===== src/hdl/wcss_pkg.sv =====
// ----------------------------------------------------------------------------
// wcss_pkg
// shared types and constants of the windowed contingency skill score unit
// ----------------------------------------------------------------------------
`timescale 1ns / 1ps
`default_nettype none

package wcss_pkg;

  localparam int unsigned COUNT_WIDTH_DEF   = 32;
  localparam int unsigned FRACTION_BITS_DEF = 16;

  // job payload counts are carried at the widest supported count width
  localparam int unsigned CNT_MAX_W   = 48;
  localparam int unsigned VAL_W       = 48;
  localparam int unsigned QUEUE_DEPTH = 2;

  localparam logic [VAL_W-1:0] VAL_MAX      = 48'h7FFF_FFFF_FFFF;
  localparam int unsigned      NO_SCORE_MAG = 1000;

  localparam logic KIND_ACCUM  = 1'b0;
  localparam logic KIND_FINISH = 1'b1;

  // product order inside the score engine
  localparam logic [2:0] PR_HN  = 3'd0;
  localparam logic [2:0] PR_MF  = 3'd1;
  localparam logic [2:0] PR_MM  = 3'd2;
  localparam logic [2:0] PR_FF  = 3'd3;
  localparam logic [2:0] PR_SUM = 3'd4;

  // score order
  localparam logic [2:0] SC_POD    = 3'd0;
  localparam logic [2:0] SC_FAR    = 3'd1;
  localparam logic [2:0] SC_CSI    = 3'd2;
  localparam logic [2:0] SC_HSS    = 3'd3;
  localparam logic [2:0] SC_POD_NO = 3'd4;
  localparam logic [2:0] SC_BIAS   = 3'd5;

  // count slots
  localparam int unsigned C_NON = 0;
  localparam int unsigned C_MIS = 1;
  localparam int unsigned C_FAL = 2;
  localparam int unsigned C_HIT = 3;

  typedef enum logic [0:0] {
    CFG_OUTPUT_INTERVAL = 1'b0,
    CFG_START_TIME      = 1'b1
  } cfg_reg_e;

  typedef enum logic [1:0] {
    PART_WIN_COUNTS = 2'd0,
    PART_WIN_SCORES = 2'd1,
    PART_TOT_COUNTS = 2'd2,
    PART_TOT_SCORES = 2'd3
  } part_e;

  typedef enum logic [2:0] {
    F_IDLE,
    F_FLUSH,
    F_DIV,
    F_APPLY,
    F_FIN_WIN,
    F_FIN_TOT
  } front_state_e;

  typedef enum logic [3:0] {
    B_IDLE,
    B_CNT,
    B_MUL_LD,
    B_MUL_RUN,
    B_MUL_ACC,
    B_HSS,
    B_DIV_LD,
    B_DIV_RUN,
    B_DIV_END,
    B_OUT
  } back_state_e;

  typedef struct packed {
    logic        kind;
    logic [23:0] count_non;
    logic [23:0] count_miss;
    logic [23:0] count_false_alarm;
    logic [23:0] count_hit;
    logic [31:0] truth_stamp;
  } in_item_t;

  typedef struct packed {
    part_e                    part;
    logic                     last;
    logic [31:0]              window_end_offset;
    logic [31:0]              item_count;
    logic signed [VAL_W-1:0]  value_a;
    logic signed [VAL_W-1:0]  value_b;
    logic signed [VAL_W-1:0]  value_c;
    logic signed [VAL_W-1:0]  value_d;
    logic signed [VAL_W-1:0]  value_e;
    logic signed [VAL_W-1:0]  value_f;
  } res_t;

  typedef struct packed {
    logic                       is_total;
    logic                       last;
    logic [31:0]                offset;
    logic [31:0]                items;
    logic [3:0][CNT_MAX_W-1:0]  counts;
  } job_t;

  typedef struct packed {
    logic valid;
    job_t job;
  } push_t;

endpackage

`default_nettype wire


===== src/hdl/wcss_queue.sv =====
// ----------------------------------------------------------------------------
// wcss_queue
// short report job queue between the accumulator and the score engine
// ----------------------------------------------------------------------------
`timescale 1ns / 1ps
`default_nettype none

module wcss_queue (
  input  wire logic           clk_i,
  input  wire logic           rst_ni,
  input  wire wcss_pkg::push_t push_i,
  output      logic           full_o,
  output      logic           valid_o,
  output      wcss_pkg::job_t job_o,
  input  wire logic           pop_i
);

  localparam int unsigned DEPTH = wcss_pkg::QUEUE_DEPTH;
  localparam int unsigned AW    = $clog2(DEPTH);

  wcss_pkg::job_t mem_q [DEPTH];
  logic [AW-1:0]  wr_ptr_q, rd_ptr_q;
  logic [AW:0]    cnt_q;

  assign full_o  = (cnt_q == (AW+1)'(DEPTH));
  assign valid_o = (cnt_q != '0);
  assign job_o   = mem_q[rd_ptr_q];

  always_ff @(posedge clk_i) begin
    if (push_i.valid) begin
      mem_q[wr_ptr_q] <= push_i.job;
    end
  end

  always_ff @(posedge clk_i or negedge rst_ni) begin
    if (!rst_ni) begin
      wr_ptr_q <= '0;
      rd_ptr_q <= '0;
      cnt_q    <= '0;
    end else begin
      if (push_i.valid) begin
        wr_ptr_q <= wr_ptr_q + AW'(1);
      end
      if (pop_i) begin
        rd_ptr_q <= rd_ptr_q + AW'(1);
      end
      case ({push_i.valid, pop_i})
        2'b10:   cnt_q <= cnt_q + (AW+1)'(1);
        2'b01:   cnt_q <= cnt_q - (AW+1)'(1);
        default: cnt_q <= cnt_q;
      endcase
    end
  end

`ifndef SYNTHESIS
  a_no_overflow: assert property (@(posedge clk_i) disable iff (!rst_ni)
    push_i.valid |-> cnt_q < (AW+1)'(DEPTH))
    else $error("queue push while full");
`endif

endmodule

`default_nettype wire


===== config.mk =====
export PLATFORM = sky130hd
export DESIGN_NAME = wcss_queue
export DESIGN_NICKNAME = d
export VERILOG_FILES = /design/src/hdl/wcss_pkg.sv /design/src/hdl/wcss_queue.sv
export SDC_FILE = /design/constraint.sdc
export NUM_CORES = 1
export LEC_CHECK = 0
export ABC_CLOCK_PERIOD_IN_PS = 26800
export BUFFER_PORTS_ARGS = -buffer_cell sky130_fd_sc_hd__buf_2
export CAP_MARGIN = 20
export CORE_MARGIN = 4
export CORE_UTILIZATION = 50
export CTS_CLUSTER_DIAMETER = 200
export DETAILED_ROUTE_END_ITERATION = 8
export PLACE_DENSITY = 0.76
export RECOVER_POWER = 100
export SYNTH_ARGS = -nofsm -noshare
export SYNTH_HDL_FRONTEND = slang
export SYNTH_SLANG_ARGS = --single-unit

===== constraint.sdc =====
create_clock -name clk_i -period 26.8 [get_ports clk_i]
set_input_delay 0 -clock clk_i [delete_from_list [all_inputs] [get_ports clk_i]]
set_output_delay 0 -clock clk_i [all_outputs]
set_load 0.02 [all_outputs]

==> run summary <==
# Post-CTS Setup Buffers: 0
CTS Buf Count: 50
post-synth top area share: 0.789
Starting DRT DRC Count: 654
Die Area: 42500 µm²
area grow syn2layout: 31.5%
syn_area_per_cell: 24.0 µm²
post-layout minimum cycle time: 9470 ps
asr flop ratio synth: 0.00769
Warnings, synthesis: 0
EDFF count, synth: 516
hold crit path type: input pin to flop
IO buf count: 521
top cells by count, synth: 516 x edfxtp_1, 202 x mux2_4, 56 x mux2_2
cell taking the most area after synthesis: edfxtp_1
die height: 206 µm
vias: 11021
Initial Util: 0.507
fin crit share: 0.354
root buffer cell: clkbuf_16
GRT Residual Overflow: 0
RSZ-0062 raised after global routing: no
Total Power: 2.69 mW
CP Class: flop to primary output
vias per cell: 5.01
Area contributors post-synth: edfxtp_1 79%, mux2_4 15%, mux2_2 3.2%
Seq/Total Area, Yosys: 0.794
most common cell in the netlist: edfxtp_1
clock-pin slew on the worst setup and hold paths: 60 ps
layout cells sized above 1: 0.235
FF+latch area: 15600 µm²
most frequent CP cell: clkbuf_1
Buffers & Inverters on Critical Path: 2
first-pass GRT wire length: 69500 µm
crit path launch type: flop
Least-Margin Pin Slew: 7350 ps
Post-Route WL: 49100 µm
highest fanout seen on the critical path: 130
CP cell instances: clkbuf_1, mux2_2, clkbuf_1
Max Root-Sink Buffers: 3
endpoint class of the critical path: primary output
detailed placer's ending HPWL: 28900 µm
Leakage: 9.24 nW
CP required: 26800 ps
drt first pass iters: 4
Max Slew Vio Count: 778
maximum VDD drop: 0.0832 mV
routability-driven placement congestion ratio: 0.769
max_slew headroom: -3.90
fillers: 2751
Fmax: 106 MHz
Resized Gates After CTS: 0
pin count of the biggest net entering global routing: 131
Post-Route Setup TNS: 0 ps
CP top delay family: buffers and inverters
multi-input logic area: 3000 µm²
Row Count: 72
outcome: complete, but fails checks
prevailing post-synth register cell: edfxtp_1
violated checks: capacitance limit, slew limit
Max-Cap Viols: 11
Post-Syn Area: 19600 µm²
Post-Syn Nets: 1082
# setup viols final: 0
unique cell type count in the Yosys netlist: 14
Fin. Hold Viols: 0
final net count: 1898
antenna violations before repair: 5
Cells after Synth: 819
max incr delay on CP: 5230 ps
P per Cell Area: 104 nW/µm²
antenna violation net count after detailed routing: 0
clk_skew: 21.7 ps
Boundary Pins: 522
H-tree depth: 2
clk sinks: 520
DIE WIDTH: 206 µm
TritonCTS clock tree: done
flops & latches, synth: 520
via count of the first global-routing pass: 12011
DR WL/cell: 22.3 µm
worst skew pair latency: 580 ps
Slowest-stage cell, CP: clkbuf_1
core area: 38700 µm²
Worst Path Arrival: 9470 ps
DRC violations left: 0
Tot GR Track Use: 0.218
==> layout by cell type (no fill, tap or decap), types with 2 or more instances in the layout <==
cell type / synthesis / final
clkbuf_16: 0 / 53
xor2_1: 3 / 3
nor2_1: 2 / 2
mux2_4: 202 / 3
clkbuf_2: 0 / 5
dlygate4sd3_1: 0 / 262
diode_2: 0 / 6
xnor2_1: 2 / 2
clkinvlp_4: 0 / 3
buf_2: 4 / 277
clkbuf_1: 0 / 265
dfrtp_1: 4 / 4
clkinv_2: 0 / 4
mux2_1: 0 / 213
edfxtp_1: 516 / 516
mux2_2: 56 / 42
clkinv_1: 0 / 11
bufinv_16: 0 / 4
==> through the flow <==
stage / area, µm² / hold slack (ps) / std cells / worst slack [ps] / util
5_1_grt: 25800 / 137 / 2198 / 16410 / 0.667
4_1_cts: 26900 / 107 / 2192 / 23350 / 0.695
3_5_place_dp: 22700 / -186 / 1838 / 23610 / 0.586
2_1_floorplan: 19600 / -296 / 819 / 14820 / -
3_3_place_gp: 22700 / -188 / 1838 / 23610 / 0.586
6_report: 25800 / 157 / 2199 / 17330 / 0.667
==> final cells by class <==
class / count / area share
Inverter: 1 / 0.000145
Multi-Input combinational cell: 269 / 0.116
Antenna cell: 6 / 0.000581
Clock inverter: 23 / 0.00824
Timing Repair Buffer: 793 / 0.192
Clock buffer: 69 / 0.0537
Sequential cell: 520 / 0.604
Tap cell: 518 / 0.0251
==> cell families (layout without fill, tap and decap cells) <==
kind of cell	Yosys count	count (layout)	share of synthesized area
adders and majority gates	1	1	0.000637
and+or+nand+nor	5	5	0.00134
buffers and inverters	30	886	0.0155
muxes	258	258	0.186
DFF	520	520	0.794
other	0	6	0
xor gates and xnor gates	5	5	0.00223
==> sequential cells by signal (all words and copies together), names as in the netlist <==
register  flops
rd_ptr_q      1
cnt_q         2
mem_q       516
wr_ptr_q      1
==> where the power goes <==
part | total [mW] | internal [mW] | switching, mW
Combinational | 0.845 | 0.304 | 0.541
Sequential | 1.16 | 1.10 | 0.0588
Clock | 0.686 | 0.400 | 0.287
==> path summary, 6_finish.rpt <==
check	start	slack (ps)	endpoint	cells past startpoint
max	rd_ptr_q$_DFFE_PN0P_	17330	job_o[4]	3
min	push_i[100]	160	mem_q[1][100]$_DFFE_PP_	2
max reg2reg	wr_ptr_q$_DFFE_PN0P_	17830	mem_q[1][208]$_DFFE_PP_	3
min reg2reg	wr_ptr_q$_DFFE_PN0P_	510	wr_ptr_q$_DFFE_PN0P_	1
max in group asynchronous	rst_ni	26260	rd_ptr_q$_DFFE_PN0P_	3
min in group asynchronous	rst_ni	360	wr_ptr_q$_DFFE_PN0P_	3
==> worst reg2reg max path: cells and delay by family (launching register included) <==
family                 cells  cell delay [ps]
flip-flops                 1              390
AND/OR/NAND/NOR            1             3110
buffers and inverters      2             4990
==> per-layer routing <==
| layer | part of all wire | GRT usage | wire (µm) |
|---|---|---|---|
| met5 | 0 | 0 | 0 |
| met4 | 0.036 | 0.0965 | 1760 |
| met3 | 0.087 | 0.0610 | 4270 |
| met2 | 0.52 | 0.394 | 25700 |
| met1 | 0.35 | 0.240 | 17300 |
==> what timing repair did <==
item / CTS / global route
hold endpoints to repair: 524 / 0
setup endpoints to repair: 0 / 0
hold buffers: 262 / 0
No activity file was read; power rests on OpenSTA's default activity.
