[config.mk]
export PLATFORM = sky130hd
export DESIGN_NAME = wcss_front
export DESIGN_NICKNAME = d
export VERILOG_FILES = /design/src/hdl/wcss_pkg.sv /design/src/hdl/wcss_front.sv
export SDC_FILE = /design/constraint.sdc
export NUM_CORES = 2
export LEC_CHECK = 0
export CORE_MARGIN = 2
export CORE_UTILIZATION = 60
export DETAILED_ROUTE_END_ITERATION = 6
export DONT_BUFFER_PORTS = 1
export PLACE_DENSITY = 0.85
export REMOVE_ABC_BUFFERS = 1
export SLEW_MARGIN = 20
export SYNTH_ARGS = -nofsm -noshare
export SYNTH_HDL_FRONTEND = slang
export SYNTH_SLANG_ARGS = --single-unit
export TNS_END_PERCENT = 1
[constraint.sdc]
create_clock -name clk_i -period 16.8 [get_ports clk_i]
set_clock_uncertainty 0.05 [all_clocks]
set_input_delay 0.84 -clock clk_i [delete_from_list [all_inputs] [get_ports clk_i]]
set_output_delay 0.84 -clock clk_i [all_outputs]
set_load 0.02 [all_outputs]
[src/hdl/wcss_pkg.sv]
// ----------------------------------------------------------------------------
// wcss_pkg
// shared types and constants of the windowed contingency skill score unit
// ----------------------------------------------------------------------------
`timescale 1ns / 1ps
`default_nettype none

package wcss_pkg;

  localparam int unsigned COUNT_WIDTH_DEF   = 32;
  localparam int unsigned FRACTION_BITS_DEF = 16;

  // job payload counts are carried at the widest supported count width
  localparam int unsigned CNT_MAX_W   = 48;
  localparam int unsigned VAL_W       = 48;
  localparam int unsigned QUEUE_DEPTH = 2;

  localparam logic [VAL_W-1:0] VAL_MAX      = 48'h7FFF_FFFF_FFFF;
  localparam int unsigned      NO_SCORE_MAG = 1000;

  localparam logic KIND_ACCUM  = 1'b0;
  localparam logic KIND_FINISH = 1'b1;

  // product order inside the score engine
  localparam logic [2:0] PR_HN  = 3'd0;
  localparam logic [2:0] PR_MF  = 3'd1;
  localparam logic [2:0] PR_MM  = 3'd2;
  localparam logic [2:0] PR_FF  = 3'd3;
  localparam logic [2:0] PR_SUM = 3'd4;

  // score order
  localparam logic [2:0] SC_POD    = 3'd0;
  localparam logic [2:0] SC_FAR    = 3'd1;
  localparam logic [2:0] SC_CSI    = 3'd2;
  localparam logic [2:0] SC_HSS    = 3'd3;
  localparam logic [2:0] SC_POD_NO = 3'd4;
  localparam logic [2:0] SC_BIAS   = 3'd5;

  // count slots
  localparam int unsigned C_NON = 0;
  localparam int unsigned C_MIS = 1;
  localparam int unsigned C_FAL = 2;
  localparam int unsigned C_HIT = 3;

  typedef enum logic [0:0] {
    CFG_OUTPUT_INTERVAL = 1'b0,
    CFG_START_TIME      = 1'b1
  } cfg_reg_e;

  typedef enum logic [1:0] {
    PART_WIN_COUNTS = 2'd0,
    PART_WIN_SCORES = 2'd1,
    PART_TOT_COUNTS = 2'd2,
    PART_TOT_SCORES = 2'd3
  } part_e;

  typedef enum logic [2:0] {
    F_IDLE,
    F_FLUSH,
    F_DIV,
    F_APPLY,
    F_FIN_WIN,
    F_FIN_TOT
  } front_state_e;

  typedef enum logic [3:0] {
    B_IDLE,
    B_CNT,
    B_MUL_LD,
    B_MUL_RUN,
    B_MUL_ACC,
    B_HSS,
    B_DIV_LD,
    B_DIV_RUN,
    B_DIV_END,
    B_OUT
  } back_state_e;

  typedef struct packed {
    logic        kind;
    logic [23:0] count_non;
    logic [23:0] count_miss;
    logic [23:0] count_false_alarm;
    logic [23:0] count_hit;
    logic [31:0] truth_stamp;
  } in_item_t;

  typedef struct packed {
    part_e                    part;
    logic                     last;
    logic [31:0]              window_end_offset;
    logic [31:0]              item_count;
    logic signed [VAL_W-1:0]  value_a;
    logic signed [VAL_W-1:0]  value_b;
    logic signed [VAL_W-1:0]  value_c;
    logic signed [VAL_W-1:0]  value_d;
    logic signed [VAL_W-1:0]  value_e;
    logic signed [VAL_W-1:0]  value_f;
  } res_t;

  typedef struct packed {
    logic                       is_total;
    logic                       last;
    logic [31:0]                offset;
    logic [31:0]                items;
    logic [3:0][CNT_MAX_W-1:0]  counts;
  } job_t;

  typedef struct packed {
    logic valid;
    job_t job;
  } push_t;

endpackage

`default_nettype wire

[src/hdl/wcss_front.sv]
// ----------------------------------------------------------------------------
// wcss_front
// accepts items, keeps window and run sums, closes windows and queues reports
// ----------------------------------------------------------------------------
`timescale 1ns / 1ps
`default_nettype none

module wcss_front #(
  parameter int unsigned COUNT_WIDTH = wcss_pkg::COUNT_WIDTH_DEF
) (
  input  wire logic                clk_i,
  input  wire logic                rst_ni,
  input  wire logic                in_valid_i,
  output      logic                in_stall_o,
  input  wire wcss_pkg::in_item_t  in_data_i,
  input  wire logic                cfg_valid_i,
  input  wire wcss_pkg::cfg_reg_e  cfg_index_i,
  input  wire logic [31:0]         cfg_data_i,
  input  wire logic                queue_full_i,
  output      wcss_pkg::push_t     push_o
);

  localparam int unsigned SW = ((COUNT_WIDTH > 24) ? COUNT_WIDTH : 24) + 1;
  localparam logic [COUNT_WIDTH-1:0] CMAX = '1;

  function automatic logic [COUNT_WIDTH-1:0] sat_add(input logic [COUNT_WIDTH-1:0] a,
                                                     input logic [23:0] b);
    logic [SW-1:0] s;
    s = SW'(a) + SW'(b);
    return (s > SW'(CMAX)) ? CMAX : s[COUNT_WIDTH-1:0];
  endfunction

  function automatic logic [31:0] sat_inc(input logic [31:0] a);
    return (a == 32'hFFFF_FFFF) ? a : a + 32'd1;
  endfunction

  wcss_pkg::front_state_e state_q, state_d;
  logic [31:0] oi_q, oi_d, st_q, st_d, ws_q, ws_d;
  logic [3:0][COUNT_WIDTH-1:0] win_cnt_q, win_cnt_d, tot_cnt_q, tot_cnt_d;
  logic [31:0] win_items_q, win_items_d, tot_items_q, tot_items_d;
  logic [31:0] stamp_q, stamp_d;
  logic [3:0][23:0] add_q, add_d;
  logic [31:0] rem_q, rem_d, dvd_q, dvd_d;
  logic [4:0]  cnt_q, cnt_d;

  logic [31:0]      iv, diff_in, offset;
  logic             close_in, accept, do_add;
  logic [3:0][23:0] add_src, add_in;
  logic [32:0]      r;
  wcss_pkg::job_t   job;

  assign in_stall_o = (state_q != wcss_pkg::F_IDLE);
  assign accept     = in_valid_i && !in_stall_o;
  assign iv         = (oi_q == 32'd0) ? 32'd1 : oi_q;
  assign diff_in    = in_data_i.truth_stamp - ws_q;
  assign close_in   = (in_data_i.truth_stamp > ws_q) && (diff_in > iv);
  assign offset     = ws_q + oi_q - st_q;
  assign r          = {rem_q, dvd_q[31]};

  assign add_in[wcss_pkg::C_NON] = in_data_i.count_non;
  assign add_in[wcss_pkg::C_MIS] = in_data_i.count_miss;
  assign add_in[wcss_pkg::C_FAL] = in_data_i.count_false_alarm;
  assign add_in[wcss_pkg::C_HIT] = in_data_i.count_hit;

  always_comb begin
    state_d     = state_q;
    oi_d        = oi_q;
    st_d        = st_q;
    ws_d        = ws_q;
    win_cnt_d   = win_cnt_q;
    tot_cnt_d   = tot_cnt_q;
    win_items_d = win_items_q;
    tot_items_d = tot_items_q;
    stamp_d     = stamp_q;
    add_d       = add_q;
    rem_d       = rem_q;
    dvd_d       = dvd_q;
    cnt_d       = cnt_q;
    do_add      = 1'b0;
    add_src     = add_q;

    job.is_total = 1'b0;
    job.last     = 1'b0;
    job.offset   = offset;
    job.items    = win_items_q;
    for (int i = 0; i < 4; i++) begin
      job.counts[i] = wcss_pkg::CNT_MAX_W'(win_cnt_q[i]);
    end
    push_o.valid = 1'b0;

    if (cfg_valid_i) begin
      case (cfg_index_i)
        wcss_pkg::CFG_OUTPUT_INTERVAL: oi_d = cfg_data_i;
        wcss_pkg::CFG_START_TIME: begin
          st_d = cfg_data_i;
          ws_d = cfg_data_i;
        end
        default: ;
      endcase
    end

    case (state_q)
      wcss_pkg::F_IDLE: begin
        if (accept) begin
          if (in_data_i.kind == wcss_pkg::KIND_FINISH) begin
            state_d = wcss_pkg::F_FIN_WIN;
          end else if (close_in) begin
            stamp_d = in_data_i.truth_stamp;
            add_d   = add_in;
            state_d = wcss_pkg::F_FLUSH;
          end else begin
            add_src = add_in;
            do_add  = 1'b1;
          end
        end
      end
      wcss_pkg::F_FLUSH: begin
        if (win_items_q == '0 || !queue_full_i) begin
          push_o.valid = (win_items_q != '0);
          job.last     = 1'b1;
          win_cnt_d    = '0;
          win_items_d  = '0;
          dvd_d        = stamp_q - ws_q - 32'd1;
          rem_d        = '0;
          cnt_d        = '0;
          state_d      = wcss_pkg::F_DIV;
        end
      end
      wcss_pkg::F_DIV: begin
        // remainder of (gap - 1) by the interval, one bit a cycle
        rem_d = (r >= {1'b0, iv}) ? 32'(r - {1'b0, iv}) : r[31:0];
        dvd_d = dvd_q << 1;
        cnt_d = cnt_q + 5'd1;
        if (cnt_q == 5'd31) begin
          state_d = wcss_pkg::F_APPLY;
        end
      end
      wcss_pkg::F_APPLY: begin
        ws_d    = stamp_q - 32'd1 - rem_q;
        do_add  = 1'b1;
        state_d = wcss_pkg::F_IDLE;
      end
      wcss_pkg::F_FIN_WIN: begin
        if (win_items_q == '0) begin
          state_d = wcss_pkg::F_FIN_TOT;
        end else if (!queue_full_i) begin
          push_o.valid = 1'b1;
          state_d      = wcss_pkg::F_FIN_TOT;
        end
      end
      wcss_pkg::F_FIN_TOT: begin
        job.is_total = 1'b1;
        job.last     = 1'b1;
        job.items    = tot_items_q;
        for (int i = 0; i < 4; i++) begin
          job.counts[i] = wcss_pkg::CNT_MAX_W'(tot_cnt_q[i]);
        end
        if (!queue_full_i) begin
          push_o.valid = 1'b1;
          win_cnt_d    = '0;
          tot_cnt_d    = '0;
          win_items_d  = '0;
          tot_items_d  = '0;
          ws_d         = st_q;
          state_d      = wcss_pkg::F_IDLE;
        end
      end
      default: state_d = wcss_pkg::F_IDLE;
    endcase

    if (do_add) begin
      for (int i = 0; i < 4; i++) begin
        win_cnt_d[i] = sat_add(win_cnt_d[i], add_src[i]);
        tot_cnt_d[i] = sat_add(tot_cnt_d[i], add_src[i]);
      end
      win_items_d = sat_inc(win_items_d);
      tot_items_d = sat_inc(tot_items_d);
    end

    push_o.job = job;
  end

  always_ff @(posedge clk_i or negedge rst_ni) begin
    if (!rst_ni) begin
      state_q     <= wcss_pkg::F_IDLE;
      oi_q        <= 32'd3600;
      st_q        <= '0;
      ws_q        <= '0;
      win_cnt_q   <= '0;
      tot_cnt_q   <= '0;
      win_items_q <= '0;
      tot_items_q <= '0;
      cnt_q       <= '0;
    end else begin
      state_q     <= state_d;
      oi_q        <= oi_d;
      st_q        <= st_d;
      ws_q        <= ws_d;
      win_cnt_q   <= win_cnt_d;
      tot_cnt_q   <= tot_cnt_d;
      win_items_q <= win_items_d;
      tot_items_q <= tot_items_d;
      cnt_q       <= cnt_d;
    end
  end

  always_ff @(posedge clk_i) begin
    stamp_q <= stamp_d;
    add_q   <= add_d;
    rem_q   <= rem_d;
    dvd_q   <= dvd_d;
  end

`ifndef SYNTHESIS
  a_rem_bound: assert property (@(posedge clk_i) disable iff (!rst_ni)
    state_q == wcss_pkg::F_DIV |-> rem_q < iv)
    else $error("window step remainder out of range");

  a_run_cleared: assert property (@(posedge clk_i) disable iff (!rst_ni)
    push_o.valid && push_o.job.is_total |=> tot_items_q == '0 && win_items_q == '0)
    else $error("run sums not cleared after totals");

  a_finish_flow: assert property (@(posedge clk_i) disable iff (!rst_ni)
    accept && in_data_i.kind == wcss_pkg::KIND_FINISH |=> state_q == wcss_pkg::F_FIN_WIN)
    else $error("finish item not followed by flush");
`endif

endmodule

`default_nettype wire

==> impl_metrics.yaml <==
status:
  outcome: "complete, but fails checks"
  violations: "DRC"
route:
  drt_iter0_drc: 4281
  avgViaCountPerCell: 6.29
  totalWireLength_um: 148000
  via_count: 44500
  avgRoutedWirePerCell_um: 20.9
  detail-route-antenna-nets: 0
  dr.pass1.iters: 7
  drc: 6
final_layout:
  drive_gt1_frac: 0.0502
  multiInputGateArea_sq_um: 30600
  regArea_sq_um: 16400
  syn2layout_area_growth_pct: 6.13
  n_fill_cell: 6783
  final_nets: 6493
  final_area_sq_um: 52400
  stdcell_count: 7075
worst_setup_path:
  reg2regPathDepth: 47
  critPathMaxStageDelay_ns: 0.82
  r2r_setup_slack_ns: 4.74
  start_kind: "flip-flop"
  cp-end-kind: "flip-flop"
  r2r_start: "ws_q[1]$_DFF_PN0_"
  slowest_stage: "a21oi_2"
  critPathMaxFanout: 74
  cp.depth: 47
  crit_top_cell: "o21ai_0"
  cp_data_required_time_ns: 17.21
  cp.arrival_ns: 12.47
  cp_top_family: "compound AO/OA/AOI/OAI gates"
  path_buf_inv: 3
  crit_type: "flip-flop to flip-flop"
  worstReg2RegEnd: "tot_cnt_q[37]$_DFF_PN0_"
grt:
  grt_max_degree: 421
  grt_pass1_wl_um: 231000
  antenna_found_initial: 4
  grt_pass1_vias: 42700
  grt-ovfl-total: 0
  track_usage: 0.338
min_path:
  worstHoldPathType: "input port to async pin"
placement:
  place_area_sq_um: 49800
  dp.cells: 6928
  place_ws_ns: 4.78
  port_buffers: 0
  place_hpwl_um: 104000
  gp_congestion: 0.952
floorplanning:
  die-area_sq_um: 84700
  die_w_um: 291
  initial_core_util: 0.604
  core_area_sq_um: 81800
  ioPinCount: 427
  std_cell_rows: 105
  die_y_um: 291
clocking:
  cts_buffer_depth: 3
  clkLatencyLatePin_ns: 0.65
  htreeDepth: 3
  cts_root_buffer: "clkbuf_16"
  numCtsBuffers: 73
  cts_setup_buffers: 0
  clock_sinks: 616
  clk_pin_slew_ns: 0.06
  cts_tree: "yes"
timing:
  slew_violations: 0
  tightestPinTransition_ns: 1.16
  rsz0062_at_grt: "false"
  final.min_clock_period_ns: 12.06
  setup_viol: 0
  fin_ws_ns: 4.74
  hold_viol_final: 0
  max-slew-margin-rel: 0.218
  finalSetupTns_ns: 0
  fmax_mhz: 82.9
  period_share: 0.718
power:
  vdd_drop_max_mv: 0.131
  swShare: 0.496
  p_int_uw: 5700
  p_seq_frac: 0.204
  p_clk_frac: 0.151
  power_density_nw_per_um2: 216
  p_leak_uw: 0.0237
  p_comb_frac: 0.645
  power_switching_uw: 5620
  power_uw: 11300
yosys:
  synth-main-ff-cell: "dfrtp_1"
  synth_area_leader_cell: "dfrtp_1"
  synth_area_leaders: "dfrtp_1 21%, edfxtp_1 12%, nand2_1 9.1%"
  ys_types: 132
  synth-seq-cells: 616
  synth_async_sr_flop_share: 0.688
  yosysMostFrequentCell: "nand2_1"
  synthCells: 6074
  synth_warnings: 0
  synth_edf_count: 192
  synth_common_cells: "1195 x nand2_1, 486 x nor2_1, 429 x a21oi_1"
  synth_top_area_share: 0.213
  syn_area_per_cell_sq_um: 8.14
  syn_area_sq_um: 49400
  ys_seq_area_frac: 0.331
flow_run:
  maxCapViolCount: 0
registers in the layout, indices dropped and copies added, names as in the netlist:
name	flops
add_q	96
cnt_q	5
dvd_q	32
oi_q	32
rem_q	32
st_q	32
stamp_q	32
state_q	3
tot_cnt_q	128
tot_items_q	32
win_cnt_q	128
win_items_q	32
ws_q	32
cell usage in the layout (no fill, tap or decap), types with 36 or more instances in the layout:
cell	instances
o21ai_0	312
conb_1	64
clkbuf_16	77
nand2b_1	52
ha_1	353
xnor2_1	223
nor3_1	114
nand4_1	60
nor2b_1	44
dfrtp_1	420
nand3_1	142
a2bb2oi_1	56
edfxtp_1	192
nor2_1	483
and2_1	193
inv_1	317
and3_1	59
xor2_1	162
o21a_1	36
a31oi_1	122
a21oi_1	428
nand2_1	1192
mux2i_1	49
a21o_1	86
power by group through the flow:
stage / Sequential, uW / Clock [uW] / Combinational (uW)
global placement: 2310 / 0 / 6890
detailed placement: 2320 / 0 / 7090
CTS: 2300 / 1720 / 7170
floorplan: 2240 / 0 / 5630
finish: 2310 / 1710 / 7300
global route: 2360 / 1770 / 8000
stage by stage:
stage,hold WS (ns),utilization
2_1_floorplan,0.393,-
3_3_place_gp,0.414,0.608
6_report,0.121,0.641
4_1_cts,0.211,0.640
3_5_place_dp,0.423,0.608
5_1_grt,0.134,0.641
worst max-delay path by stage:
stage | start | end | slack [ns]
floorplan | in_data_i[1] | add_q[0]$_DFFE_PP_ | -1.85
global placement | in_data_i[1] | tot_cnt_q[37]$_DFF_PN0_ | 5.03
detailed placement | in_data_i[1] | tot_cnt_q[37]$_DFF_PN0_ | 4.78
CTS | ws_q[1]$_DFF_PN0_ | tot_cnt_q[37]$_DFF_PN0_ | 4.98
global route | ws_q[1]$_DFF_PN0_ | tot_cnt_q[37]$_DFF_PN0_ | 3.98
finish | ws_q[1]$_DFF_PN0_ | tot_cnt_q[37]$_DFF_PN0_ | 4.74
kinds of logic after synthesis:
| group | after synthesis | synth area share |
|---|---|---|
| xor gates and xnor gates | 385 | 0.0682 |
| and+or+nand+nor | 2498 | 0.229 |
| DFF | 616 | 0.331 |
| AOI/OAI and AO/OA | 1475 | 0.194 |
| adders and majority gates | 397 | 0.106 |
| muxes | 69 | 0.0152 |
| buffers and inverters | 633 | 0.0566 |
| other | 1 | 0.0000759 |
final cells by class:
type / instances / area share
diodes: 6 / 0.000286
well taps: 1070 / 0.0255
inverters: 319 / 0.0229
repair buffers: 40 / 0.00730
clock inverters: 27 / 0.00642
flip-flops and latches: 616 / 0.312
multi-input cells: 4888 / 0.583
clock buffers: 109 / 0.0421
routing by layer:
metal | vias up | global-route usage | wire length, um
li1 | 20900 | - | -
met1 | 21100 | 0.431 | 59000
met2 | 2057 | 0.549 | 67300
met3 | 417 | 0.0734 | 14200
met4 | 2 | 0.154 | 7060
met5 | - | 0 | 12
repair_timing:
action | in CTS | in global routing
hold buffers | 2 | 0
setup endpoints to repair | 0 | 0
endpoints found under the hold margin | 420 | 0
resized for setup | 0 | 0
Power figures use the tool's default switching activity.
